[src/hw/rtl/ats_pkg.sv]
package ats_pkg;

   localparam int VALUE_BITS = 32;
   localparam int COUNT_BITS = 8;
   localparam int ACC_BITS   = VALUE_BITS + 4;

   localparam int CH_W    = 8;
   localparam int KIND_W  = 3;
   localparam int VALUE_W = 32;
   localparam int INDEX_W = 8;

   localparam logic signed [ACC_BITS-1:0] ACC_MAX =
      {{(ACC_BITS - VALUE_BITS + 1){1'b0}}, {(VALUE_BITS - 1){1'b1}}};
   localparam logic signed [ACC_BITS-1:0] ACC_MIN = ~ACC_MAX;

   localparam logic [2:0] MODE_IDLE   = 3'd0;
   localparam logic [2:0] MODE_STRING = 3'd1;
   localparam logic [2:0] MODE_HEAP   = 3'd2;
   localparam logic [2:0] MODE_LOCAL  = 3'd3;
   localparam logic [2:0] MODE_NUMBER = 3'd4;

   localparam logic [KIND_W-1:0] KIND_FALSE    = 3'd0;
   localparam logic [KIND_W-1:0] KIND_TRUE     = 3'd1;
   localparam logic [KIND_W-1:0] KIND_NULL     = 3'd2;
   localparam logic [KIND_W-1:0] KIND_STR_CHAR = 3'd3;
   localparam logic [KIND_W-1:0] KIND_STR_END  = 3'd4;
   localparam logic [KIND_W-1:0] KIND_HEAP_REF = 3'd5;
   localparam logic [KIND_W-1:0] KIND_LOCAL_REF = 3'd6;
   localparam logic [KIND_W-1:0] KIND_INTEGER  = 3'd7;

   localparam logic [CH_W-1:0] CH_QUOTE   = 8'h22;
   localparam logic [CH_W-1:0] CH_AT      = 8'h40;
   localparam logic [CH_W-1:0] CH_DOLLAR  = 8'h24;
   localparam logic [CH_W-1:0] CH_MINUS   = 8'h2D;
   localparam logic [CH_W-1:0] CH_F       = 8'h46;
   localparam logic [CH_W-1:0] CH_T       = 8'h54;
   localparam logic [CH_W-1:0] CH_N       = 8'h4E;
   localparam logic [CH_W-1:0] CH_ZERO    = 8'h30;
   localparam logic [CH_W-1:0] CH_NINE    = 8'h39;
   localparam logic [CH_W-1:0] CH_SPACE   = 8'h20;
   localparam logic [CH_W-1:0] CH_NEWLINE = 8'h0A;

endpackage

[src/hw/rtl/argument_token_scanner_unit.sv]
// Argument token scanner.
// req_ channel: one character beat per cycle while req_tready is high;
// req_tuser marks the first character of a line, which returns the scanner
// to idle and clears the argument count before that character is handled.
// rsp_ channel: zero or one token beat per character (booleans, null,
// string characters, string end, heap/local references, integers).
// Throughput: one character per cycle while rsp_tready is high or the
// result register is empty, set by the combinational mode update and
// multiply-by-ten accumulate between the input and result registers.
// Each token passes from the input register into the result register.
// Reset (synchronous, active high): both registers empty, scanner idle,
// argument count and number state cleared.
// Stall: while rsp_tready is low the result register holds its token; the
// input register keeps one character, and req_tready drops once both are
// full. No beat is lost or repeated.
module argument_token_scanner_unit (
   input  logic        clock,
   input  logic        reset,
   input  logic        req_tvalid,
   output logic        req_tready,
   input  logic [7:0]  req_tdata,   // [7:0] ch
   input  logic [0:0]  req_tuser,   // [0] line_start
   output logic        rsp_tvalid,
   input  logic        rsp_tready,
   output logic [39:0] rsp_tdata,   // [31:0] value, [39:32] arg_index
   output logic [3:0]  rsp_tuser    // [2:0] kind, [3] saturated
);
   import ats_pkg::*;

   logic                         in_valid_ff, in_valid_in;
   logic [CH_W-1:0]              ch_ff;
   logic                         line_start_ff;

   logic [2:0]                   mode_ff, mode_in;
   logic signed [VALUE_BITS-1:0] accum_ff, accum_in;
   logic                         neg_ff, neg_in;
   logic                         clip_ff, clip_in;
   logic                         seen_ff, seen_in;
   logic [COUNT_BITS-1:0]        count_ff, count_in;

   logic                         out_valid_ff, out_valid_in;
   logic [KIND_W-1:0]            kind_ff, kind_in;
   logic [VALUE_W-1:0]           value_ff, value_in;
   logic [INDEX_W-1:0]           index_ff;
   logic                         sat_ff, sat_in;

   logic                         out_free;
   logic                         process;
   logic                         emit;
   logic                         finish;

   logic [2:0]                   mode_c;
   logic [COUNT_BITS-1:0]        count_c;
   logic signed [VALUE_BITS-1:0] accum_c;
   logic                         neg_c, clip_c, seen_c;

   logic signed [9:0]            digit;
   logic signed [9:0]            term;
   logic signed [ACC_BITS-1:0]   acc_x, mul_x, scaled_x, sum_x;
   logic                         take_acc;
   logic                         is_digit;

   assign out_free   = !out_valid_ff || rsp_tready;
   assign process    = in_valid_ff && out_free;
   assign req_tready = !in_valid_ff || process;

   always_comb begin
      in_valid_in = in_valid_ff;
      if (req_tvalid && req_tready) begin
         in_valid_in = 1'b1;
      end else if (process) begin
         in_valid_in = 1'b0;
      end
   end

   always_comb begin
      mode_c  = line_start_ff ? MODE_IDLE : mode_ff;
      count_c = line_start_ff ? '0 : count_ff;
      if (line_start_ff || mode_c == MODE_IDLE) begin
         accum_c = '0;
         neg_c   = 1'b0;
         clip_c  = 1'b0;
         seen_c  = 1'b0;
      end else begin
         accum_c = accum_ff;
         neg_c   = neg_ff;
         clip_c  = clip_ff;
         seen_c  = seen_ff;
      end
   end

   // Number accumulate: saturate value*10, then saturate adding the digit.
   always_comb begin
      digit    = $signed({2'b00, ch_ff}) - 10'sd48;
      term     = neg_c ? -digit : digit;
      take_acc = !(!seen_c && ch_ff == CH_MINUS);
      acc_x    = ACC_BITS'(accum_c);
      mul_x    = (acc_x <<< 3) + (acc_x <<< 1);
      clip_in  = clip_c;
      if (mul_x > ACC_MAX) begin
         scaled_x = ACC_MAX;
         clip_in  = 1'b1;
      end else if (mul_x < ACC_MIN) begin
         scaled_x = ACC_MIN;
         clip_in  = 1'b1;
      end else begin
         scaled_x = mul_x;
      end
      sum_x = scaled_x + ACC_BITS'(term);
      if (sum_x > ACC_MAX) begin
         sum_x   = ACC_MAX;
         clip_in = 1'b1;
      end else if (sum_x < ACC_MIN) begin
         sum_x   = ACC_MIN;
         clip_in = 1'b1;
      end
      if (!take_acc) begin
         clip_in = clip_c;
      end
   end

   assign is_digit = (ch_ff >= CH_ZERO) && (ch_ff <= CH_NINE);

   always_comb begin
      mode_in  = mode_c;
      accum_in = accum_c;
      neg_in   = neg_c;
      seen_in  = seen_c;
      emit     = 1'b0;
      finish   = 1'b0;
      kind_in  = KIND_FALSE;
      value_in = '0;
      sat_in   = 1'b0;
      case (mode_c)
         MODE_STRING: begin
            emit = 1'b1;
            if (ch_ff == CH_QUOTE) begin
               kind_in = KIND_STR_END;
               finish  = 1'b1;
               mode_in = MODE_IDLE;
            end else begin
               kind_in  = KIND_STR_CHAR;
               value_in = VALUE_W'(ch_ff);
            end
         end
         MODE_HEAP, MODE_LOCAL: begin
            emit     = 1'b1;
            finish   = 1'b1;
            kind_in  = (mode_c == MODE_HEAP) ? KIND_HEAP_REF : KIND_LOCAL_REF;
            value_in = VALUE_W'(digit);
            mode_in  = MODE_IDLE;
         end
         MODE_NUMBER: begin
            if (ch_ff == CH_SPACE || ch_ff == CH_NEWLINE) begin
               emit     = 1'b1;
               finish   = 1'b1;
               kind_in  = KIND_INTEGER;
               value_in = VALUE_W'(accum_c);
               sat_in   = clip_c;
               mode_in  = MODE_IDLE;
               accum_in = '0;
               neg_in   = 1'b0;
               seen_in  = 1'b0;
            end else begin
               seen_in = 1'b1;
               if (take_acc) begin
                  accum_in = VALUE_BITS'(sum_x);
               end else begin
                  neg_in = 1'b1;
               end
            end
         end
         default: begin
            mode_in = MODE_IDLE;
            if (ch_ff == CH_QUOTE) begin
               mode_in = MODE_STRING;
            end else if (ch_ff == CH_AT) begin
               mode_in = MODE_HEAP;
            end else if (ch_ff == CH_DOLLAR) begin
               mode_in = MODE_LOCAL;
            end else if (ch_ff == CH_MINUS || is_digit) begin
               mode_in = MODE_NUMBER;
               seen_in = 1'b1;
               if (take_acc) begin
                  accum_in = VALUE_BITS'(sum_x);
               end else begin
                  neg_in = 1'b1;
               end
            end else if (ch_ff == CH_F || ch_ff == CH_T || ch_ff == CH_N) begin
               emit    = 1'b1;
               finish  = 1'b1;
               kind_in = (ch_ff == CH_F) ? KIND_FALSE :
                         (ch_ff == CH_T) ? KIND_TRUE : KIND_NULL;
            end
         end
      endcase
      if (mode_in != MODE_NUMBER) begin
         sat_in = (kind_in == KIND_INTEGER) ? clip_c : 1'b0;
      end
      count_in = (finish && !(&count_c)) ? count_c + 1'b1 : count_c;
   end

   always_comb begin
      out_valid_in = out_valid_ff;
      if (process) begin
         out_valid_in = emit;
      end else if (rsp_tready) begin
         out_valid_in = 1'b0;
      end
   end

   always_ff @(posedge clock) begin
      if (reset) begin
         in_valid_ff  <= 1'b0;
         out_valid_ff <= 1'b0;
         mode_ff      <= MODE_IDLE;
         accum_ff     <= '0;
         neg_ff       <= 1'b0;
         clip_ff      <= 1'b0;
         seen_ff      <= 1'b0;
         count_ff     <= '0;
      end else begin
         in_valid_ff  <= in_valid_in;
         out_valid_ff <= out_valid_in;
         if (process) begin
            mode_ff  <= mode_in;
            accum_ff <= accum_in;
            neg_ff   <= neg_in;
            clip_ff  <= (mode_in == MODE_NUMBER) ? clip_in : 1'b0;
            seen_ff  <= seen_in;
            count_ff <= count_in;
         end
      end
   end

   always_ff @(posedge clock) begin
      if (req_tvalid && req_tready) begin
         ch_ff         <= req_tdata;
         line_start_ff <= req_tuser[0];
      end
      if (process && emit) begin
         kind_ff  <= kind_in;
         value_ff <= value_in;
         index_ff <= INDEX_W'(count_c);
         sat_ff   <= sat_in;
      end
   end

   assign rsp_tvalid = out_valid_ff;
   assign rsp_tdata  = {index_ff, value_ff};
   assign rsp_tuser  = {sat_ff, kind_ff};

endmodule

[config.mk]
export PLATFORM = sky130hd
export DESIGN_NAME = argument_token_scanner_unit
export DESIGN_NICKNAME = d
export VERILOG_FILES = /design/src/hw/rtl/ats_pkg.sv /design/src/hw/rtl/argument_token_scanner_unit.sv
export SDC_FILE = /design/constraint.sdc
export NUM_CORES = 1
export LEC_CHECK = 0
export BUFFER_PORTS_ARGS = -buffer_cell sky130_fd_sc_hd__buf_2
export CORE_ASPECT_RATIO = 1.25
export CORE_MARGIN = 10
export CORE_UTILIZATION = 64
export CTS_BUF_LIST = sky130_fd_sc_hd__clkbuf_8
export CTS_CLUSTER_SIZE = 10
export DETAILED_ROUTE_END_ITERATION = 6
export MAX_ROUTING_LAYER = met4
export PLACE_DENSITY = 0.94
export SLEW_MARGIN = 40
export SYNTH_ARGS = -nofsm -noshare
export SYNTH_HDL_FRONTEND = slang
export SYNTH_SLANG_ARGS = --single-unit
[constraint.sdc]
create_clock -name clock -period 10.5 [get_ports clock]
set_input_delay 0.525 -clock clock [delete_from_list [all_inputs] [get_ports clock]]
set_output_delay 0.525 -clock clock [all_outputs]
set_load 0.005 [all_outputs]
==> results.md, run 1 <==
* Initial Util at 0.6490
* DR vias/cell at 7.074
* R2r startpoint: line_start_ff
* Layout cells sized above 1 at 0.09098
* Slowest library cell on the worst path: nor4_1
* Clock network fraction of total power at 0.285
* Worst skew pair latency at 0.39 ns
* Vias in the first global route at 9000
* Setup bufs post-CTS at 0
* First-pass GRT wire length at 47650 um
* Sequential element share of the synthesized area at 0.2630
* ANT nets after route at 0
* Root Buffer: clkbuf_8
* Area Overhead vs Synth at 4.216%
* Final Util at 0.6764
* RR Endpoint: accum_ff[11]
* Post-Place Setup Slack at 1.365 ns
* Reg2Reg Setup Slack at 1.18 ns
* Critical path origin: line_start_ff
* Setup tns final at 0 ns
* WP data arrival at 9.57 ns
* Pint at 0.0005918 W
* Asr flop ratio synth at 0
* Worst Max-Slew Pin Slew at 0.7783 ns
* Worst vdd rail ir drop at 0.06382 mV
* Vias at 10080
* Skew final at 0.01005 ns
* Post-synth top flop: edfxtp_1
* Initial antenna violation count at 1
* Flop pwr share at 0.488
* Non-filler cells, final at 1425
* Synth warn at 0
* Most used cell, CP: ha_1
* CTS Buffer Depth at 2
* Crit. End Element: register
* Worst r2r path cells at 31
* Crit Path Max Fanout at 25
* Achievable Freq at 107.3 MHz
* Gate power share at 0.226
* Buf/Inv on CP at 3
* CTS Hold Bufs at 0
* CTS tree: done
* Fin worst setup slack at 1.178 ns
* Pleak at 3.921 nW
* Die ar. at 0.02052 mm^2
* Switching share of total power at 0.3351
* Top Ports at 59
* RSZ-0062 raised after global routing: no
* Num rows at 50
* HP Start: req_tdata[5]
* Register bit total from synthesis at 101
* Delay of the slowest cell on the worst path at 0.65 ns
* Final Cycle Share at 0.8878
* Core ar. at 0.01495 mm^2
* Tmin final at 9.322 ns
* CP top delay family: compound AO/OA/AOI/OAI gates
* Die X at 130.1 um
* # port buffers at 58
* Max-slew headroom at 0.4792
* CTS H-tree lvls at 3
* Cells after Synth at 1251
* Final HPWL DP at 23170 um
* Inst Count DP at 1408
* Post-synth EDFFs at 53
* Setup violators final at 0
* Final net count at 1305
* Final max-slew violation count at 0
* Largest net degree at the start of global routing at 45
* Mean Syn Cell Area at 7.757 um^2
* Worst Hold End: ch_ff[5]
* Hold Crit Class: input port to register
* Type of the worst setup path: register to register
* Cells resized by post-CTS repair at 0
* Hold Crit Depth at 1
* GR Util All Layers at 0.2970
* Detailed-route wire length at 30360 um
* Switch Pwr at 0.0002983 W
* Grt ovf at 0
* DR WL/cell at 21.31 um
* Drt initial violations at 1414
* Syn nets at 1319
* MaxCap Viol Count at 0
* Clk slew on worst S/H paths at 0.11 ns
* Startpoint type of the worst setup path: register
* Distinct cells, synth at 86
* Crit path required time at 10.75 ns
* Pwr dens at 88.00 mW/mm^2
* Status: finished clean
* DRC violations left at 0
* Die Y at 157.7 um
* CTS Buf Count at 9
* RD Place Congestion at 1.018
* First-pass iteration count of the detailed router at 6
* Post-synthesis cell area at 0.009704 mm^2
* Clk sinks at 101
* Hold Fails Final Rpt at 0
==> layout by cell type, fill, tap and decap left out, drive strengths merged, types with 9 or more instances in the layout <==
master / netlist / layout
o21ai: 136 / 136
nand3b: 11 / 11
a21o: 37 / 37
xor2: 31 / 31
clkbuf: 69 / 10
o21a: 12 / 12
inv: 48 / 52
xnor2: 53 / 53
or3: 9 / 9
edfxtp: 53 / 53
dfxtp: 48 / 48
nand2: 103 / 103
nand3: 36 / 36
nor2b: 19 / 19
a211oi: 12 / 12
a221oi: 21 / 21
o211ai: 10 / 10
o31ai: 9 / 9
nor2: 102 / 102
nand2b: 15 / 15
a31oi: 16 / 16
nor3: 24 / 24
a22oi: 11 / 11
and2: 9 / 9
nand4: 11 / 11
a21oi: 108 / 108
ha: 54 / 54
o22ai: 22 / 22
and3: 21 / 21
buf: 24 / 68
==> cells in the mapped netlist (7+ instances only) <==
| master | instances | share of area |
|---|---|---|
| dfxtp_1 | 48 | 0.099 |
| nand2_1 | 103 | 0.040 |
| nand2b_1 | 15 | 0.0097 |
| nor4_1 | 8 | 0.0052 |
| buf_4 | 7 | 0.0054 |
| a21o_1 | 37 | 0.029 |
| and3_1 | 21 | 0.014 |
| nor2_1 | 100 | 0.039 |
| o21bai_1 | 7 | 0.0054 |
| a22oi_1 | 11 | 0.0085 |
| nand3b_1 | 11 | 0.0085 |
| nand3_1 | 35 | 0.018 |
| o31ai_1 | 9 | 0.0070 |
| a32oi_1 | 8 | 0.0072 |
| a21oi_1 | 108 | 0.056 |
| o211ai_1 | 10 | 0.0077 |
| a221o_1 | 8 | 0.0083 |
| buf_2 | 11 | 0.0057 |
| a31oi_1 | 16 | 0.010 |
| or3_1 | 9 | 0.0058 |
| inv_1 | 48 | 0.019 |
| a211oi_1 | 11 | 0.0085 |
| nor3_1 | 23 | 0.012 |
| a221oi_1 | 19 | 0.017 |
| clkbuf_1 | 69 | 0.027 |
| xnor2_1 | 53 | 0.048 |
| xor2_1 | 31 | 0.028 |
| a211o_1 | 7 | 0.0063 |
| nand4_1 | 11 | 0.0071 |
| edfxtp_1 | 53 | 0.16 |
| o22ai_1 | 22 | 0.014 |
| o21a_1 | 12 | 0.0093 |
| o21ai_0 | 133 | 0.069 |
| and2_1 | 9 | 0.0058 |
| nor2b_1 | 19 | 0.012 |
| ha_1 | 54 | 0.070 |
==> how the worst max path moves through the flow <==
stage / end / slack, ns / depth (start not counted)
2_1_floorplan: accum_ff[8] / 2.13 / 36
3_3_place_gp: accum_ff[6] / 1.59 / 31
3_5_place_dp: accum_ff[11] / 1.36 / 31
4_1_cts: accum_ff[11] / 1.32 / 31
5_1_grt: accum_ff[12] / 0.59 / 31
6_report: accum_ff[11] / 1.18 / 31
==> area by class of cell <==
class                   count  area, um^2
diodes                      1       2.502
fillers                  1214        4838
repair buffers             68       365.4
inverters                  48       180.2
multi-input cells        1009        6586
flip-flops and latches    101        2552
clock inverters             6       61.31
well taps                 182       227.7
clock buffers              10       137.6
==> layer usage <==
metal / global-route usage / part of all wire / vias up
li1: - / - / 4637
met1: 0.3548 / 0.38 / 4642
met2: 0.4746 / 0.46 / 667
met3: 0.04150 / 0.10 / 134
met4: 0.1620 / 0.058 / 0
met5: - / 0 / -
==> registers in the layout, summed over array words and instances, names as in the netlist <==
signal,count
count_ff,8
in_valid_ff,1
value_ff,32
mode_ff,3
sat_ff,1
kind_ff,3
accum_ff,32
ch_ff,8
neg_ff,1
rsp_tvalid,1
seen_ff,1
clip_ff,1
line_start_ff,1
index_ff,8
==> power groups by stage <==
stage | Combinational (W) | Clock (W) | Sequential, W
2_1_floorplan | 0.000151 | 0 | 0.000436
3_3_place_gp | 0.000190 | 0 | 0.000443
3_5_place_dp | 0.000194 | 0 | 0.000443
4_1_cts | 0.000195 | 0.000250 | 0.000434
5_1_grt | 0.000219 | 0.000266 | 0.000436
6_report | 0.000201 | 0.000254 | 0.000435
==> cell families (layout without fill, tap and decap cells) <==
family | after synthesis | after routing | share of synthesized area
AO/OA/AOI/OAI | 474 | 474 | 0.3216
XOR/XNOR | 84 | 84 | 0.07581
adder cells (fa/ha/maj) | 60 | 60 | 0.07697
buffers and inverters | 141 | 132 | 0.05944
flip-flops | 101 | 101 | 0.2630
multiplexers | 10 | 10 | 0.01160
other | 0 | 1 | 0
AND/OR/NAND/NOR | 381 | 381 | 0.1916
==> through the flow <==
step | instance area, um^2 | power, W | hold WS (ns)
6_report | 10110 | 0.0008900 | 0.2998
5_1_grt | 10110 | 0.0009204 | 0.2886
4_1_cts | 10110 | 0.0008783 | 0.2990
3_5_place_dp | 9911 | 0.0006367 | 0.4627
3_3_place_gp | 9911 | 0.0006324 | 0.4570
2_1_floorplan | 9704 | 0.0005861 | 0.4458
Note: power is estimated with default switching activity, not from simulation.
==> run 2, diff against run 1 <==
BUFFER_PORTS_ARGS = -buffer_cell sky130_fd_sc_hd__buf_4   (was -buffer_cell sky130_fd_sc_hd__buf_2)
==> run 2 against run 1 <==
Net effect:
- clock skew up 0.0036 ns
- clock power decreased by 6%
- setup slack got worse by 0.30 ns
- sequential cell count unchanged
- worst hold slack improved by 0.0075 ns
- routed wire length rose by 2.2%
- cell count hardly changed
- non-clock buffer count is 2 higher
- die area did not move
- critical path depth stayed put
- sequential share of layout area decreased by 0.35 points
- via count rose by 0.47%
- critical endpoint is now accum_ff[7]
- largest power group unchanged
==> results.md, run 2 (synthesized netlist as in run 1, its figures left out) <==
* Layout fillers at 1220 (was 1214)
* Worst Max-Slew Pin Slew at 0.8283 ns (was 0.7783 ns)
* Reg2Reg Setup Slack at 0.88 ns (was 1.18 ns)
* Grt ovf at 0 (unchanged)
* HP Start: req_tdata[5] (unchanged)
* MaxCap Viol Count at 0 (unchanged)
* Startpoint type of the worst setup path: register (unchanged)
* Pint at 0.0005856 W (was 0.0005918 W)
* CTS Buf Count at 9 (unchanged)
* WP data arrival at 9.87 ns (was 9.57 ns)
* Clk slew on worst S/H paths at 0.11 ns (about the same)
* Reg area at 0.002552 mm^2 (unchanged)
* Clock network fraction of total power at 0.271 (was 0.285)
* Diode count at 0 (was 1)
* DRC violations left at 0 (unchanged)
* Worst Hold End: ch_ff[5] (unchanged)
* Vias in the first global route at 9127 (was 9000)
* DR WL/cell at 21.77 um (was 21.31 um)
* First-pass GRT wire length at 48970 um (was 47650 um)
* Initial antenna violation count at 0 (was 1)
* Leading cell type in the layout, fill and taps excluded: o21ai_0 (unchanged)
* Drt initial violations at 1751 (was 1414)
* Hold Fails Final Rpt at 0 (unchanged)
* Pleak at 3.987 nW (was 3.921 nW)
* Commonest cells after routing, fill and taps aside: o21ai_0, a21oi_1, nand2_1, nor2_1, buf_4 (was o21ai_0, a21oi_1, nand2_1, nor2_1, buf_2)
* Detailed-route wire length at 31050 um (was 30360 um)
* Core ar. at 0.01495 mm^2 (unchanged)
* R2r startpoint: line_start_ff (unchanged)
* Setup violators final at 0 (unchanged)
* Hold Crit Depth at 1 (unchanged)
* Status: finished clean (unchanged)
* Achievable Freq at 104.0 MHz (was 107.3 MHz)
* CTS H-tree lvls at 3 (unchanged)
* Type of the worst setup path: register to register (unchanged)
* Worst skew pair latency at 0.38 ns (was 0.39 ns)
* CTS Buffer Depth at 2 (unchanged)
* Slowest library cell on the worst path: nor4_1 (unchanged)
* Pwr Total at 0.0008800 W (was 0.0008900 W)
* First-pass iteration count of the detailed router at 6 (unchanged)
* ANT nets after route at 0 (unchanged)
* RSZ-0062 raised after global routing: no (unchanged)
* Die Y at 157.7 um (unchanged)
* CTS tree: done (unchanged)
* Initial Util at 0.6490 (unchanged)
* Crit. End Element: register (unchanged)
* Biggest regs: accum_ff: 32 flops, value_ff: 32 flops (unchanged)
* Vias at 10130 (was 10080)
* Final Cycle Share at 0.9162 (was 0.8878)
* Most used cell, CP: ha_1 (unchanged)
* Setup tns final at 0 ns (unchanged)
* Root Buffer: clkbuf_8 (unchanged)
* # port buffers at 58 (unchanged)
* Max-slew headroom at 0.4427 (was 0.4792)
* Hold Crit Class: input port to register (unchanged)
* Multi-input logic area at 0.006585 mm^2 (was 0.006586 mm^2)
* RR Endpoint: accum_ff[7] (was accum_ff[11])
* Pwr dens at 85.81 mW/mm^2 (was 88.00 mW/mm^2)
* Skew final at 0.01366 ns (was 0.01005 ns)
* Worst vdd rail ir drop at 0.04922 mV (was 0.06382 mV)
* Worst r2r path cells at 31 (unchanged)
* Switching share of total power at 0.3346 (was 0.3351)
* Gate power share at 0.235 (was 0.226)
* Crit Path Max Fanout at 25 (unchanged)
* Clk sinks at 101 (unchanged)
* Cells resized by post-CTS repair at 0 (unchanged)
* Final max-slew violation count at 0 (unchanged)
* Final net count at 1307 (was 1305)
* CTS Hold Bufs at 0 (unchanged)
* Area Overhead vs Synth at 5.673% (was 4.216%)
* DR vias/cell at 7.102 (was 7.074)
* Crit path required time at 10.75 ns (about the same)
* Die ar. at 0.02052 mm^2 (unchanged)
* Setup bufs post-CTS at 0 (unchanged)
* Die X at 130.1 um (unchanged)
* Flop pwr share at 0.494 (was 0.488)
* Largest net degree at the start of global routing at 45 (unchanged)
* Switch Pwr at 0.0002945 W (was 0.0002983 W)
* GR Util All Layers at 0.3063 (was 0.2970)
* RD Place Congestion at 1.035 (was 1.018)
* Delay of the slowest cell on the worst path at 0.75 ns (was 0.65 ns)
* Num rows at 50 (unchanged)
* Top Ports at 59 (unchanged)
* Layout cells sized above 1 at 0.09084 (was 0.09098)
* Tmin final at 9.620 ns (was 9.322 ns)
* Final HPWL DP at 23690 um (was 23170 um)
## run 2: changes by cell type in the layout (fill, tap and decap cells not counted), sizes merged
cell / delta
clkbuf: -1
clkinv: +1
diode: -1
buf: +2
## run 2: per-layer routing
layer	track usage	part of all wire	vias up
met5	-	0	-
met1	0.3710	0.38	4668
met2	0.4869	0.46	699
met3	0.05790	0.11	129
met4	0.1352	0.049	0
li1	-	-	4631
## run 2: critical path: cells and delay by family, from the launching register on
kind	cells	cell delay, ns
flops	1	0.37
mux	1	0.43
fa+ha+maj	4	1.06
compound gates	15	3.70
buf+inv	3	0.90
simple gates	8	3.00
## run 2: layout make-up
class / instances / area share
Clock inverter: 7 / 0.005857
Multi-Input combinational cell: 1009 / 0.6421
Clock buffer: 9 / 0.01208
Tap cell: 182 / 0.02221
Sequential cell: 101 / 0.2489
Inverter: 48 / 0.01757
Timing Repair Buffer: 70 / 0.05124
## run 2: power groups by stage
stage          combinational [W]  sequential, W  clock (W)
5_1_grt                 0.000223       0.000436   0.000255
6_report                0.000207       0.000435   0.000239
3_5_place_dp            0.000199       0.000443          0
3_3_place_gp            0.000194       0.000443          0
2_1_floorplan           0.000151       0.000436          0
4_1_cts                 0.000200       0.000434   0.000238
## run 2: worst max path at each step
stage                              from     endpoint  slack (ns)  depth (start not counted)
final                     line_start_ff  accum_ff[7]        0.88                         31
after global routing      line_start_ff  accum_ff[9]        0.32                         31
after CTS                 line_start_ff  accum_ff[7]        1.14                         31
after detailed placement  line_start_ff  accum_ff[7]        1.18                         31
after global placement    line_start_ff  accum_ff[9]        1.46                         31
after floorplan              mode_ff[2]  accum_ff[8]        2.13                         36
## run 2: per-stage QoR
step	utilization	hold WS [ns]	cell area, um^2	std cells	worst slack [ns]
global placement	0.6736	0.4584	10070	1410	1.463
floorplan	-	0.4458	9704	1251	2.132
global route	0.6859	0.2864	10250	1426	0.3223
CTS	0.6859	0.3007	10250	1426	1.139
detailed placement	0.6736	0.4950	10070	1410	1.178
finish	0.6859	0.3073	10250	1426	0.8802
==> run 3, diff against run 2 <==
BUFFER_PORTS_ARGS = default   (was -buffer_cell sky130_fd_sc_hd__buf_4)
CORE_UTILIZATION = 67   (was 64)
DONT_BUFFER_PORTS = 1   (was default)
==> run 3 against run 2 <==
Net effect:
- the flow now finishes with violations (DRC)
- sequential power barely moved
- critical path type unchanged
- clock skew up 0.0041 ns
- global-route usage is 0.18 points higher
- highest routed layer unchanged
==> results.md, run 3 (synthesized netlist as in run 1, its figures left out) <==
* WP data arrival at 10.13 ns (was 9.87 ns)
* CTS Buf Count at 9 (unchanged)
* Skew final at 0.01780 ns (was 0.01366 ns)
* CTS Buffer Depth at 2 (unchanged)
* Setup violators final at 0 (unchanged)
* Tmin final at 9.881 ns (was 9.620 ns)
* Failing checks: DRC
* Diode count at 0 (unchanged)
* Root Buffer: clkbuf_8 (unchanged)
* Status: finished with violations (was finished clean)
* Grt ovf at 0 (unchanged)
* RR Endpoint: accum_ff[5] (was accum_ff[7])
* MaxCap Viol Count at 0 (unchanged)
* Type of the worst setup path: register to register (unchanged)
* Vias in the first global route at 9020 (was 9127)
* Vias at 10090 (was 10130)
* Largest net degree at the start of global routing at 45 (unchanged)
* Post-Place Setup Slack at 1.005 ns (was 1.178 ns)
* First-pass GRT wire length at 48620 um (was 48970 um)
* Delay of the slowest cell on the worst path at 0.72 ns (was 0.75 ns)
* Biggest regs: accum_ff: 32 flops, value_ff: 32 flops (unchanged)
* DR WL/cell at 22.84 um (was 21.77 um)
* Crit Path Max Fanout at 27 (was 25)
* Crit. End Element: register (unchanged)
* GR Util All Layers at 0.3081 (was 0.3063)
* Final max-slew violation count at 0 (unchanged)
* Core ar. at 0.01429 mm^2 (was 0.01495 mm^2)
* Reg2Reg Setup Slack at 0.62 ns (was 0.88 ns)
* Worst Max-Slew Pin Slew at 0.8872 ns (was 0.8283 ns)
* Commonest cells after routing, fill and taps aside: o21ai_0, a21oi_1, nand2_1, nor2_1, ha_1 (was o21ai_0, a21oi_1, nand2_1, nor2_1, buf_4)
* Reg area at 0.002552 mm^2 (unchanged)
* Achievable Freq at 101.2 MHz (was 104.0 MHz)
* Final Util at 0.6888 (was 0.6859)
* Die X at 127.6 um (was 130.1 um)
* Worst r2r path cells at 31 (unchanged)
* Cells resized by post-CTS repair at 0 (unchanged)
* Hold Fails Final Rpt at 0 (unchanged)
* R2r startpoint: mode_ff[1] (was line_start_ff)
* Multi-input logic area at 0.006585 mm^2 (unchanged)
* Layout cells sized above 1 at 0.04641 (was 0.09084)
* Hold Crit Depth at 1 (unchanged)
* Worst Hold End: accum_ff[31] (was ch_ff[5])
* Layout fillers at 1124 (was 1220)
* RSZ-0062 raised after global routing: no (unchanged)
* # port buffers at 0 (was 58)
* DRC violations left at 1 (was 0)
* Drt initial violations at 1994 (was 1751)
* Fin worst setup slack at 0.6188 ns (was 0.8802 ns)
* Top Ports at 59 (unchanged)
* ANT nets after route at 0 (unchanged)
* Final Cycle Share at 0.9411 (was 0.9162)
* Most used cell, CP: ha_1 (unchanged)
* Leading cell type in the layout, fill and taps excluded: o21ai_0 (unchanged)
* Num rows at 49 (was 50)
* First-pass iteration count of the detailed router at 7 (was 6)
* Max-slew headroom at 0.4031 (was 0.4427)
* Worst skew pair latency at 0.39 ns (was 0.38 ns)
* Setup bufs post-CTS at 0 (unchanged)
* Initial antenna violation count at 0 (unchanged)
* Slowest library cell on the worst path: nor4_1 (unchanged)
* Pwr dens at 92.03 mW/mm^2 (was 85.81 mW/mm^2)
* Initial Util at 0.6793 (was 0.6490)
* CTS Hold Bufs at 0 (unchanged)
* Hold Crit Class: input port to register (unchanged)
* Area Overhead vs Synth at 1.393% (was 5.673%)
* CTS H-tree lvls at 3 (unchanged)
* Clk slew on worst S/H paths at 0.11 ns (about the same)
* Die ar. at 0.01973 mm^2 (was 0.02052 mm^2)
* HP Start: reset (was req_tdata[5])
* RD Place Congestion at 1.076 (was 1.035)
* Crit path required time at 10.75 ns (about the same)
* Final net count at 1248 (was 1307)
* Startpoint type of the worst setup path: register (unchanged)
* Setup tns final at 0 ns (unchanged)
* Worst vdd rail ir drop at 0.1305 mV (was 0.04922 mV)
* Clk sinks at 101 (unchanged)
* Die Y at 154.6 um (was 157.7 um)
* Final HPWL DP at 23120 um (was 23690 um)
* CTS tree: done (unchanged)
* DR vias/cell at 7.405 (was 7.102)
* Detailed-route wire length at 31130 um (was 31050 um)
* Pleak at 3.723 nW (was 3.987 nW)
-- run 3: cell count changes in the layout (fill, tap and decap cells not counted) --
cell,previous run,this run
buf_4,70,11
bufinv_16,0,1
clkinv_4,2,3
clkinv_8,0,1
clkinvlp_4,1,0
inv_1,49,48
inv_8,2,1
-- run 3: worst max-delay path by stage --
stage / start / to / depth (start not counted) / slack (ns)
6_report: mode_ff[1] / accum_ff[5] / 31 / 0.62
2_1_floorplan: mode_ff[2] / accum_ff[8] / 36 / 2.13
3_5_place_dp: mode_ff[1] / accum_ff[11] / 31 / 1.01
5_1_grt: mode_ff[1] / accum_ff[5] / 31 / 0.16
3_3_place_gp: mode_ff[1] / accum_ff[9] / 31 / 1.28
4_1_cts: mode_ff[1] / accum_ff[11] / 31 / 0.96
-- run 3: power breakdown --
part	switching (W)	internal, W
logic	0.000131	0.0000664
clock network	0.000156	0.000116
registers	0.0000138	0.000423
total	0.000301	0.000605
-- run 3: metrics by stage --
stage          cell area, um^2  power [W]  std cells  hold slack [ns]
5_1_grt                   9839  0.0009284       1363           0.1940
2_1_floorplan             9704  0.0005861       1251           0.4458
3_3_place_gp              9623  0.0006276       1347           0.4591
4_1_cts                   9839  0.0008934       1363           0.1914
3_5_place_dp              9623  0.0006336       1347           0.4707
6_report                  9839  0.0009055       1363           0.1935
-- run 3: layer usage --
metal  part of all wire  wire [um]  track usage  up-vias
li1                   -          -            -     4525
met1               0.37      11670       0.3726     4635
met2               0.46      14250       0.4852      767
met3               0.11       3470      0.05882      166
met4              0.056       1734       0.1461        0
met5                  0          0            -        -
-- run 3: cell type report --
class                      count  share of cell area
clock inverter                 7            0.009410
sequential                   101              0.2594
multi-input combinational   1009              0.6693
timing repair buffer          11            0.008393
inverter                      48             0.01831
tap                          178             0.02263
clock buffer                   9             0.01259
-- run 3: worst max-delay path: cells and delay by family, from the launching register on --
family	cells	cell delay, ns
multiplexers	1	0.43
flip-flops	1	0.59
adder cells (fa/ha/maj)	4	1.03
AO/OA/AOI/OAI	15	3.72
AND/OR/NAND/NOR	9	3.37
buffers and inverters	2	0.57
